`src/hdl/bqf_pkg.sv`:
```
`timescale 1ns / 1ps
// ----------------------------------------------------------------------------
// bqf_pkg
// Widths, register indexes and sequencer states of the biquad filter.
// ----------------------------------------------------------------------------
package bqf_pkg;

  localparam int SAMPLE_W  = 24;
  localparam int COEF_W    = 32;
  localparam int STATE_W   = 40;
  localparam int COEF_FRAC = COEF_W - 2;
  // state operands go through the multiplier in two halves
  localparam int SPLIT_W   = STATE_W / 2;
  localparam int MULB_W    = STATE_W - SPLIT_W + 1;
  localparam int PROD_W    = COEF_W + MULB_W;
  localparam int ACC_W     = COEF_W + STATE_W + 4;
  localparam int CFG_IDX_W = 3;
  localparam int TDATA_W   = ((SAMPLE_W + 7) / 8) * 8;

  localparam logic signed [COEF_W-1:0] COEF_ONE = COEF_W'(64'sd1 <<< COEF_FRAC);

  typedef enum logic [CFG_IDX_W-1:0] {
    CFG_B0,
    CFG_B1,
    CFG_B2,
    CFG_A0,
    CFG_A1,
    CFG_A2,
    CFG_MODE
  } cfg_idx_e;

  typedef enum logic [2:0] {
    ST_IDLE,
    ST_MUL_W,
    ST_DRAIN_W,
    ST_ROUND_W,
    ST_MUL_Y,
    ST_DRAIN_Y,
    ST_ROUND_Y,
    ST_PUSH
  } state_e;

endpackage

```
`src/hdl/biquad_iir_filter.sv`:
```
`timescale 1ns / 1ps
// ----------------------------------------------------------------------------
// biquad_iir_filter
// Direct form II biquad on Q1.23 samples, Q2.30 coefficients, one shared
// 32 x 21 multiplier and one 76-bit accumulator under a small sequencer.
// ----------------------------------------------------------------------------
// channel   direction  handshake                    payload
// s_axis    in         s_axis_tvalid/s_axis_tready  tdata[23:0] sample_in, tlast block_end
// m_axis    out        m_axis_tvalid/m_axis_tready  tdata[23:0] sample_out, tlast block_end_out
// cfg       in         cfg_valid_i/cfg_ready_o      cfg_index_i, cfg_data_i
//
// One sample is taken at a time, only in idle; the sequencer then runs six multiplier
// passes for w, six for y (each 32x40 product in two halves), plus drain, round and
// push steps before the result reaches the output register.
// A new sample is taken in idle even while the previous result waits.
// The push step stalls only if the output register still holds an untaken result.
// Reset (rst_ni low, asynchronous) restores coefficients and clears both delays.
// ----------------------------------------------------------------------------
module biquad_iir_filter import bqf_pkg::*; (
  input  logic                 clk_i,
  input  logic                 rst_ni,
  input  logic                 s_axis_tvalid,
  output logic                 s_axis_tready,
  input  logic [TDATA_W-1:0]   s_axis_tdata,   // [23:0] sample_in
  input  logic                 s_axis_tlast,   // block_end
  output logic                 m_axis_tvalid,
  input  logic                 m_axis_tready,
  output logic [TDATA_W-1:0]   m_axis_tdata,   // [23:0] sample_out
  output logic                 m_axis_tlast,   // block_end_out
  input  logic                 cfg_valid_i,
  output logic                 cfg_ready_o,
  input  logic [CFG_IDX_W-1:0] cfg_index_i,
  input  logic [COEF_W-1:0]    cfg_data_i
);

  state_e state_q, state_d;
  logic [2:0] op_q, op_d;

  logic signed [COEF_W-1:0] coef_b0_q, coef_b1_q, coef_b2_q;
  logic signed [COEF_W-1:0] coef_a0_q, coef_a1_q, coef_a2_q;
  logic                     mode_q;

  logic signed [SAMPLE_W-1:0] x_q;
  logic                       last_q;
  logic signed [STATE_W-1:0]  w_q, d1_q, d2_q;
  logic signed [SAMPLE_W-1:0] y_q;
  logic signed [PROD_W-1:0]   prod_q, prod_d;
  logic                       prod_hi_q, prod_sub_q, pv_q;
  logic signed [ACC_W-1:0]    acc_q;

  logic [SAMPLE_W-1:0] out_data_q;
  logic                out_last_q, out_valid_q;

  logic s_hs, m_hs, issue, phase_y, do_round_w, do_round_y, push_go;
  logic sub_sel;
  logic signed [COEF_W-1:0]  mul_a;
  logic signed [MULB_W-1:0]  mul_b;
  logic signed [STATE_W-1:0] opnd;
  logic signed [ACC_W-1:0]   prod_ext, addend, y_init, rnd, shv;
  logic [ACC_W-STATE_W:0]    hi_w;
  logic [ACC_W-SAMPLE_W:0]   hi_y;
  logic signed [STATE_W-1:0]  w_sat;
  logic signed [SAMPLE_W-1:0] y_sat;

  assign s_hs = s_axis_tvalid && s_axis_tready;
  assign m_hs = m_axis_tvalid && m_axis_tready;

  // next state
  always_comb begin
    state_d = state_q;
    unique case (state_q)
      ST_IDLE:    if (s_hs) state_d = ST_MUL_W;
      ST_MUL_W:   if (op_q == 3'd5) state_d = ST_DRAIN_W;
      ST_DRAIN_W: state_d = ST_ROUND_W;
      ST_ROUND_W: state_d = ST_MUL_Y;
      ST_MUL_Y:   if (op_q == 3'd5) state_d = ST_DRAIN_Y;
      ST_DRAIN_Y: state_d = ST_ROUND_Y;
      ST_ROUND_Y: state_d = ST_PUSH;
      ST_PUSH:    if (!out_valid_q || m_axis_tready) state_d = ST_IDLE;
      default:    state_d = ST_IDLE;
    endcase
  end

  // sequencer outputs
  always_comb begin
    s_axis_tready = 1'b0;
    issue         = 1'b0;
    phase_y       = 1'b0;
    do_round_w    = 1'b0;
    do_round_y    = 1'b0;
    push_go       = 1'b0;
    unique case (state_q)
      ST_IDLE:    s_axis_tready = 1'b1;
      ST_MUL_W:   issue = 1'b1;
      ST_DRAIN_W: ;
      ST_ROUND_W: do_round_w = 1'b1;
      ST_MUL_Y: begin
        issue   = 1'b1;
        phase_y = 1'b1;
      end
      ST_DRAIN_Y: ;
      ST_ROUND_Y: do_round_y = 1'b1;
      ST_PUSH:    push_go = !out_valid_q || m_axis_tready;
      default:    ;
    endcase
  end

  assign op_d = (issue && op_q != 3'd5) ? op_q + 3'd1 : 3'd0;

  // operand selection: op[2:1] picks the term, op[0] the half of the state word
  always_comb begin
    mul_a   = coef_a0_q;
    opnd    = STATE_W'(x_q);
    sub_sel = phase_y ? mode_q : 1'b0;
    unique case (op_q[2:1])
      2'd0: begin
        mul_a = phase_y ? coef_b0_q : coef_a0_q;
        opnd  = phase_y ? w_q : STATE_W'(x_q);
      end
      2'd1: begin
        mul_a = phase_y ? coef_b1_q : coef_a1_q;
        opnd  = d1_q;
        if (!phase_y) sub_sel = 1'b1;
      end
      2'd2: begin
        mul_a = phase_y ? coef_b2_q : coef_a2_q;
        opnd  = d2_q;
        if (!phase_y) sub_sel = 1'b1;
      end
      default: ;
    endcase
    if (op_q[0]) begin
      mul_b = MULB_W'(opnd >>> SPLIT_W);
    end else begin
      mul_b = $signed({1'b0, opnd[SPLIT_W-1:0]});
    end
  end

  assign prod_d   = mul_a * mul_b;
  assign prod_ext = ACC_W'(prod_q);
  assign addend   = prod_hi_q ? (prod_ext <<< SPLIT_W) : prod_ext;
  assign y_init   = mode_q ? (ACC_W'(x_q) <<< COEF_FRAC) : '0;

  // shared rounding: half LSB then floor; mode one divides y by two more
  always_comb begin
    if (do_round_y && mode_q) begin
      rnd = acc_q + (ACC_W'(1) <<< COEF_FRAC);
      shv = rnd >>> (COEF_FRAC + 1);
    end else begin
      rnd = acc_q + (ACC_W'(1) <<< (COEF_FRAC - 1));
      shv = rnd >>> COEF_FRAC;
    end
    hi_w = shv[ACC_W-1:STATE_W-1];
    hi_y = shv[ACC_W-1:SAMPLE_W-1];
    if (!shv[ACC_W-1] && (|hi_w)) begin
      w_sat = {1'b0, {(STATE_W-1){1'b1}}};
    end else if (shv[ACC_W-1] && !(&hi_w)) begin
      w_sat = {1'b1, {(STATE_W-1){1'b0}}};
    end else begin
      w_sat = shv[STATE_W-1:0];
    end
    if (!shv[ACC_W-1] && (|hi_y)) begin
      y_sat = {1'b0, {(SAMPLE_W-1){1'b1}}};
    end else if (shv[ACC_W-1] && !(&hi_y)) begin
      y_sat = {1'b1, {(SAMPLE_W-1){1'b0}}};
    end else begin
      y_sat = shv[SAMPLE_W-1:0];
    end
  end

  // control and state registers
  always_ff @(posedge clk_i or negedge rst_ni) begin
    if (!rst_ni) begin
      state_q     <= ST_IDLE;
      op_q        <= 3'd0;
      pv_q        <= 1'b0;
      out_valid_q <= 1'b0;
      d1_q        <= '0;
      d2_q        <= '0;
      coef_b0_q   <= COEF_ONE;
      coef_b1_q   <= '0;
      coef_b2_q   <= '0;
      coef_a0_q   <= COEF_ONE;
      coef_a1_q   <= '0;
      coef_a2_q   <= '0;
      mode_q      <= 1'b0;
    end else begin
      state_q <= state_d;
      op_q    <= op_d;
      pv_q    <= issue;
      if (push_go) begin
        out_valid_q <= 1'b1;
        d2_q        <= d1_q;
        d1_q        <= w_q;
      end else if (m_hs) begin
        out_valid_q <= 1'b0;
      end
      if (cfg_valid_i) begin
        unique case (cfg_index_i)
          CFG_B0:   coef_b0_q <= cfg_data_i;
          CFG_B1:   coef_b1_q <= cfg_data_i;
          CFG_B2:   coef_b2_q <= cfg_data_i;
          CFG_A0:   coef_a0_q <= cfg_data_i;
          CFG_A1:   coef_a1_q <= cfg_data_i;
          CFG_A2:   coef_a2_q <= cfg_data_i;
          CFG_MODE: mode_q    <= cfg_data_i[0];
          default:  ;
        endcase
      end
    end
  end

  // datapath
  always_ff @(posedge clk_i) begin
    if (s_hs) begin
      x_q    <= s_axis_tdata[SAMPLE_W-1:0];
      last_q <= s_axis_tlast;
    end
    if (issue) begin
      prod_q     <= prod_d;
      prod_hi_q  <= op_q[0];
      prod_sub_q <= sub_sel;
    end
    if (s_hs) begin
      acc_q <= '0;
    end else if (do_round_w) begin
      acc_q <= y_init;
    end else if (pv_q) begin
      acc_q <= prod_sub_q ? acc_q - addend : acc_q + addend;
    end
    if (do_round_w) w_q <= w_sat;
    if (do_round_y) y_q <= y_sat;
    if (push_go) begin
      out_data_q <= y_q;
      out_last_q <= last_q;
    end
  end

  assign cfg_ready_o   = 1'b1;
  assign m_axis_tvalid = out_valid_q;
  assign m_axis_tdata  = TDATA_W'(out_data_q);
  assign m_axis_tlast  = out_last_q;

endmodule

```
`config.mk`:
```
export PLATFORM = sky130hd
export DESIGN_NAME = biquad_iir_filter
export DESIGN_NICKNAME = d
export VERILOG_FILES = /design/src/hdl/bqf_pkg.sv /design/src/hdl/biquad_iir_filter.sv
export SDC_FILE = /design/constraint.sdc
export NUM_CORES = 2
export LEC_CHECK = 0
export BUFFER_PORTS_ARGS = -buffer_cell sky130_fd_sc_hd__buf_2
export CORE_MARGIN = 2
export CORE_UTILIZATION = 45
export CTS_BUF_LIST = sky130_fd_sc_hd__clkbuf_2 sky130_fd_sc_hd__clkbuf_4 sky130_fd_sc_hd__clkbuf_8
export DETAILED_ROUTE_END_ITERATION = 10
export GPL_TIMING_DRIVEN = 0
export PLACE_DENSITY_LB_ADDON = 0.2
export SYNTH_ARGS = -nofsm -noshare
export SYNTH_HDL_FRONTEND = slang
export SYNTH_SLANG_ARGS = --single-unit
```
`constraint.sdc`:
```
create_clock -name clk_i -period 16.2 [get_ports clk_i]
set_input_delay 3.24 -clock clk_i [delete_from_list [all_inputs] [get_ports clk_i]]
set_output_delay 3.24 -clock clk_i [all_outputs]
set_load 0.05 [all_outputs]
```
# ---- Yosys cells after proc, flatten, opt, wreduce, memory -nomap -nowiden
# Index checks and enable logic that the tools add are counted.
dict set report op_classes {
  n_mul 1
  eq_ne 21
  mux 32
  reduce_logical 32
  addsub 5
}
# op n
set op_table {}
lappend op_table {{$mux 76} 5}
lappend op_table {{$pmux 40 s3} 1}
lappend op_table {{$mux 32} 3}
lappend op_table {{$pmux 32 s3} 1}
lappend op_table {{$mux 40} 2}
lappend op_table {{$add 76x31->76 const B} 1}
lappend op_table {{$add 76x32->76 const B} 1}
lappend op_table {{$add 76x73->76} 1}
lappend op_table {{$sub 76x73->76} 1}
lappend op_table {{$mux 72} 1}
lappend op_table {{$mul 32x21->53} 1}
lappend op_table {{$reduce_and 53->1} 1}
lappend op_table {{$reduce_or 53->1} 1}
lappend op_table {{$reduce_and 37->1} 1}
lappend op_table {{$reduce_or 37->1} 1}
lappend op_table {{$eq 3x3->1 const B} 8}
lappend op_table {{$mux 24} 1}
lappend op_table {{$pmux 3 s8} 1}
lappend op_table {{$mux 21} 1}
lappend op_table {{$mux 3} 5}
lappend op_table {{$reduce_and 2->1} 7}
lappend op_table {{$eq 3x2->1 const B} 4}
lappend op_table {{$mux 1} 11}
lappend op_table {{$logic_and 1x1->1} 8}
lappend op_table {{other kinds (13)} 23}
dict set report totals {
  output_inout_bits 28
  ff_bits 526
  input_bits 65
  elab_cells 114
}

# ---- Longest topological paths before layout
dict set report logic_depth {
  depth_word 8
  mapped_depth 39
  depth_no_buf 35
}

# ---- Worst setup path after synthesis
# OpenSTA, ideal clock, no wires.
dict set report synth_path {
  path_kind {reg2reg}
  from {register state_q[0]}
  to {register prod_q[51], data pin}
  slack_ns 7.232
  synth_period_minus_slack_ns 8.968
  path_stages_with_launch 34
  arrival_ns 8.710
  cell_sequence {dfrtp_1 > inv_1 > ha_1 > nand2_1 > nand2_1 > nand2_1 > o21ai_1 > clkbuf_1 > a21oi_1 > nor2_1 > clkbuf_1 > nor2_1 > fa_1 > fa_1 > inv_1 > fa_1 > inv_1 > fa_1 > inv_1 > fa_1 > inv_1 > fa_1 > inv_1 > fa_1 > inv_1 > ha_1 > nand4_1 > nor4_1 > or3_1 > a21boi_0 > or4b_2 > a21o_1 > o41a_1 > xnor2_1}
}
dict set report synth_between {
  elab_chain_len 6
  word_cells_on_any_way 10
  classes_between {mul: 1; eq/ne: 1; mux: 8}
}
# item line_no
set synth_rtl {}
lappend synth_rtl {{start: declaration} biquad_iir_filter.sv:36} ;# state_e state_q, state_d;
lappend synth_rtl {{start signal: assignment} biquad_iir_filter.sv:188} ;# state_q <= state_d;
lappend synth_rtl {{$eq 3x3->1 (*)} biquad_iir_filter.sv:92} ;# unique case (state_q)
lappend synth_rtl {{$mux 1 (*)} biquad_iir_filter.sv:92}
lappend synth_rtl {{$mux 40} biquad_iir_filter.sv:118} ;# opnd = phase_y ? w_q : STATE_W'(x_q);
lappend synth_rtl {{$pmux 40 s3} biquad_iir_filter.sv:115} ;# unique case (op_q[2:1])
lappend synth_rtl {{$mux 21} biquad_iir_filter.sv:132} ;# if (op_q[0]) begin
lappend synth_rtl {{$mul 32x21->53 (*)} biquad_iir_filter.sv:139} ;# assign prod_d = mul_a * mul_b;
lappend synth_rtl {{net prod_d[51]} biquad_iir_filter.sv:47} ;# logic signed [PROD_W-1:0] prod_q, prod_d;
lappend synth_rtl {{end signal: assignment} biquad_iir_filter.sv:220} ;# prod_q <= prod_d;
lappend synth_rtl {{end: declaration} biquad_iir_filter.sv:47}
# Mark *: on every way through the listed nets, which the timed path passes. The rest lies on a longest branch.
# A chain may end at the register's enable or synchronous reset.

# ---- Final worst setup path
dict set report layout_path {
  from {register state_q[0]}
  to {register prod_q[46], data pin}
}
# Same word-level chain as after synthesis.

==> impl_metrics.py <==
metrics = {
    "outcome": {
        "status": "finished, violations left",
        "violations": "capacitance limit, slew limit",
    },
    "place": {
        "gp_congestion": 0.979,
        "portBuffers": 89,
        "hpwl_um": 155000,
        "placed_area_um2": 57200,
    },
    "clock_network": {
        "post_cts_resize_count": 0,
        "cts_sinks": 526,
        "root_buffer": "clkbuf_8",
        "ctsHoldBuffers": 0,
        "cts_buffers": 92,
        "clkSlewWorstSetupHoldPaths_ns": 0.06,
        "cts-htree-levels": 3,
        "post_cts_buffers": 0,
        "clk_path_buf_depth": 3,
        "clock_latency_ns": 0.80,
        "cts_tree": "yes",
    },
    "route": {
        "drc": 0,
        "wl_per_cell_um": 24.5,
        "ant_nets": 0,
        "vias": 44432,
        "first_pass_iters": 9,
        "vias_per_cell": 5.72,
        "drt-total-wl_um": 190000,
        "drt-initial-drc-count": 4471,
    },
    "sta": {
        "max_slew_margin_pct": -2.76,
        "whs_ns": 0.425,
        "grt_setup_unrepaired": "false",
        "setup_viol_count_final": 0,
        "fin_crit_ns": 11.74,
        "max_freq_mhz": 85.2,
        "slew_violations": 22,
        "min_period_over_period_pct": 72.4,
        "setup_tns_ns": 0,
        "fin_skew_ns": 0.0388,
        "tightest_slew_ns": 1.53,
        "hold_viol": 0,
    },
    "worst_setup_path": {
        "arrival_ns": 12.26,
        "path_common_cell": "fa_1",
        "crit_path_top_delay_cell": "nor2_1",
        "cp.required_ns": 16.72,
        "cp_max_fo": 10,
        "reg2regPathDepth": 32,
        "critical_path_class": "flop to flop",
        "worst_path_largest_cell_delay_ns": 0.72,
        "start_kind": "flop",
        "end_kind": "flop",
    },
    "finish": {
        "area_growth_pct": 8.69,
        "final_area_um2": 59300,
        "n_fill_cell": 11589,
        "final_layout_size_suffix_gt1_share_pct": 10.4,
        "mostFrequentLayoutCell": "inv_1",
        "fin_nets": 7025,
        "fin_util_pct": 49.3,
        "final_cell_mix": "inv_1 (850), fa_1 (669), nor2_1 (635)",
    },
    "logic_synthesis": {
        "synth_cells": 5878,
        "syn_nets": 6833,
        "synth_seq_cells": 526,
        "yosys_warnings": 0,
        "synthesis.area_per_instance_um2": 9.28,
        "synth_ff_type": "dfrtp_1",
        "syn_area_um2": 54500,
        "synth_edf_count": 169,
        "ys_async_sr_fraction_pct": 53.4,
        "synth.distinct_cells": 99,
        "seq_area_frac_synth_pct": 25.0,
    },
    "global_routing": {
        "grt.total_usage_pct": 30.6,
        "antenna_found_initial": 8,
        "grt.overflow.total": 0,
        "grt_max_degree": 105,
        "first_global_vias": 44950,
        "grt_pass1_wl_um": 286000,
    },
    "die": {
        "ios": 93,
        "core_um2": 120000,
        "dieWidth_um": 352,
        "die_h_um": 352,
        "die-area_um2": 124000,
        "initial_utilization_pct": 45.4,
        "rows": 127,
    },
    "flow_run": {
        "drv_cap": 2,
    },
    "min_path": {
        "whs_path_depth": 0,
        "min_path_type": "flop to flop",
    },
}
==> per-layer routing <==
layer  track usage, %  up-vias  share of wire, %
met5                0        -             0.012
met4             12.9        4               4.8
met3             5.17      355               7.6
met2             48.3     1793                45
met1             41.6    22449                42
li1                 -    19831                 -
==> cell families (layout without fill, tap and decap cells) <==
logic type / after synthesis / in the layout / share of synthesized area (%)
AND/OR/NAND/NOR: 1644 / 1644 / 13.5
other: 1 / 4 / 0.00688
XOR/XNOR: 244 / 244 / 3.92
adder cells (fa/ha/maj): 890 / 890 / 29.6
flip-flops: 526 / 526 / 25.0
multiplexers: 346 / 346 / 7.00
buffers and inverters: 1195 / 1465 / 8.37
AO/OA/AOI/OAI: 1032 / 1032 / 12.6
==> final cells by class <==
class	instances	area (µm²)	share of cell area (%)
multi-input combinational	4157	36400	61.3
sequential	526	13600	23.0
inverter	853	3200	5.40
tap	1612	2020	3.40
clock buffer	143	1720	2.90
buffer	342	1370	2.31
timing repair buffer	98	628	1.06
clock inverter	29	345	0.583
antenna	3	7.51	0.0127
==> registers in the layout, summed over array words and instances (netlist names), 24 cells and up <==
| name | count |
|---|---|
| acc_q | 76 |
| x_q | 24 |
| coef_b1_q | 32 |
| d2_q | 40 |
| prod_q | 53 |
| coef_b2_q | 32 |
| coef_a1_q | 32 |
| w_q | 40 |
| m_axis_tdata | 24 |
| y_q | 24 |
| coef_a2_q | 32 |
| coef_a0_q | 32 |
| d1_q | 40 |
| coef_b0_q | 32 |
==> synthesized netlist by cell type, types with 23 or more instances <==
library cell / n / area, µm²
and2_1: 32 / 200
a22o_1: 25 / 219
a21o_1: 99 / 743
fa_1: 669 / 13400
buf_1: 27 / 101
mux2i_1: 65 / 651
inv_1: 850 / 3190
nor2b_1: 30 / 188
nand2b_1: 45 / 282
a31oi_1: 46 / 288
xnor2_1: 133 / 1160
o21a_1: 43 / 323
nand4_1: 51 / 319
nor3_1: 61 / 305
a221o_1: 23 / 230
nor2_1: 636 / 2390
mux2_2: 281 / 3160
clkbuf_1: 283 / 1060
a211oi_1: 24 / 180
nand3_1: 64 / 320
and3_1: 38 / 238
dfxtp_1: 76 / 1520
xor2_1: 111 / 972
o21ai_0: 162 / 811
a222oi_1: 52 / 521
dfrtp_1: 279 / 6980
a21oi_1: 322 / 1610
edfxtp_1: 169 / 5070
nand2_1: 563 / 2110
a22oi_1: 29 / 218
ha_1: 221 / 2770
==> stage by stage <==
step | std cells | worst slack, ns
3_5_place_dp | 7588 | 4.58
5_1_grt | 7762 | 3.90
6_report | 7763 | 4.46
4_1_cts | 7760 | 4.55
2_1_floorplan | 5878 | 7.23
3_3_place_gp | 7579 | 4.21
==> path summary, 6_finish.rpt <==
path | startpoint | end | slack [ns]
max in group asynchronous | rst_ni | d2_q[23]$_DFFE_PN0P_ | 12.33
worst min register to register | y_q[4]$_SDFFCE_PP1P_ | m_axis_tdata[4]$_DFFE_PP_ | 0.42
min in group asynchronous | rst_ni | coef_b1_q[29]$_DFFE_PN0P_ | 2.48
worst min-delay path | y_q[4]$_SDFFCE_PP1P_ | m_axis_tdata[4]$_DFFE_PP_ | 0.42
worst max register to register | state_q[0]$_DFFE_PN0P_ | prod_q[46]$_DFFE_PP_ | 4.46
worst max-delay path | state_q[0]$_DFFE_PN0P_ | prod_q[46]$_DFFE_PP_ | 4.46
==> worst max-delay path, delay by kind of cell (launching register included) <==
kind            cells  cell delay [ns]
flops               1             0.41
compound gates      9             2.47
buf+inv             6             1.99
fa+ha+maj           9             4.50
xor+xnor            1             0.13
simple gates        7             1.92
Power is not shown: default switching activity piles up to over one toggle a cycle in this logic, so the estimate is an artifact.
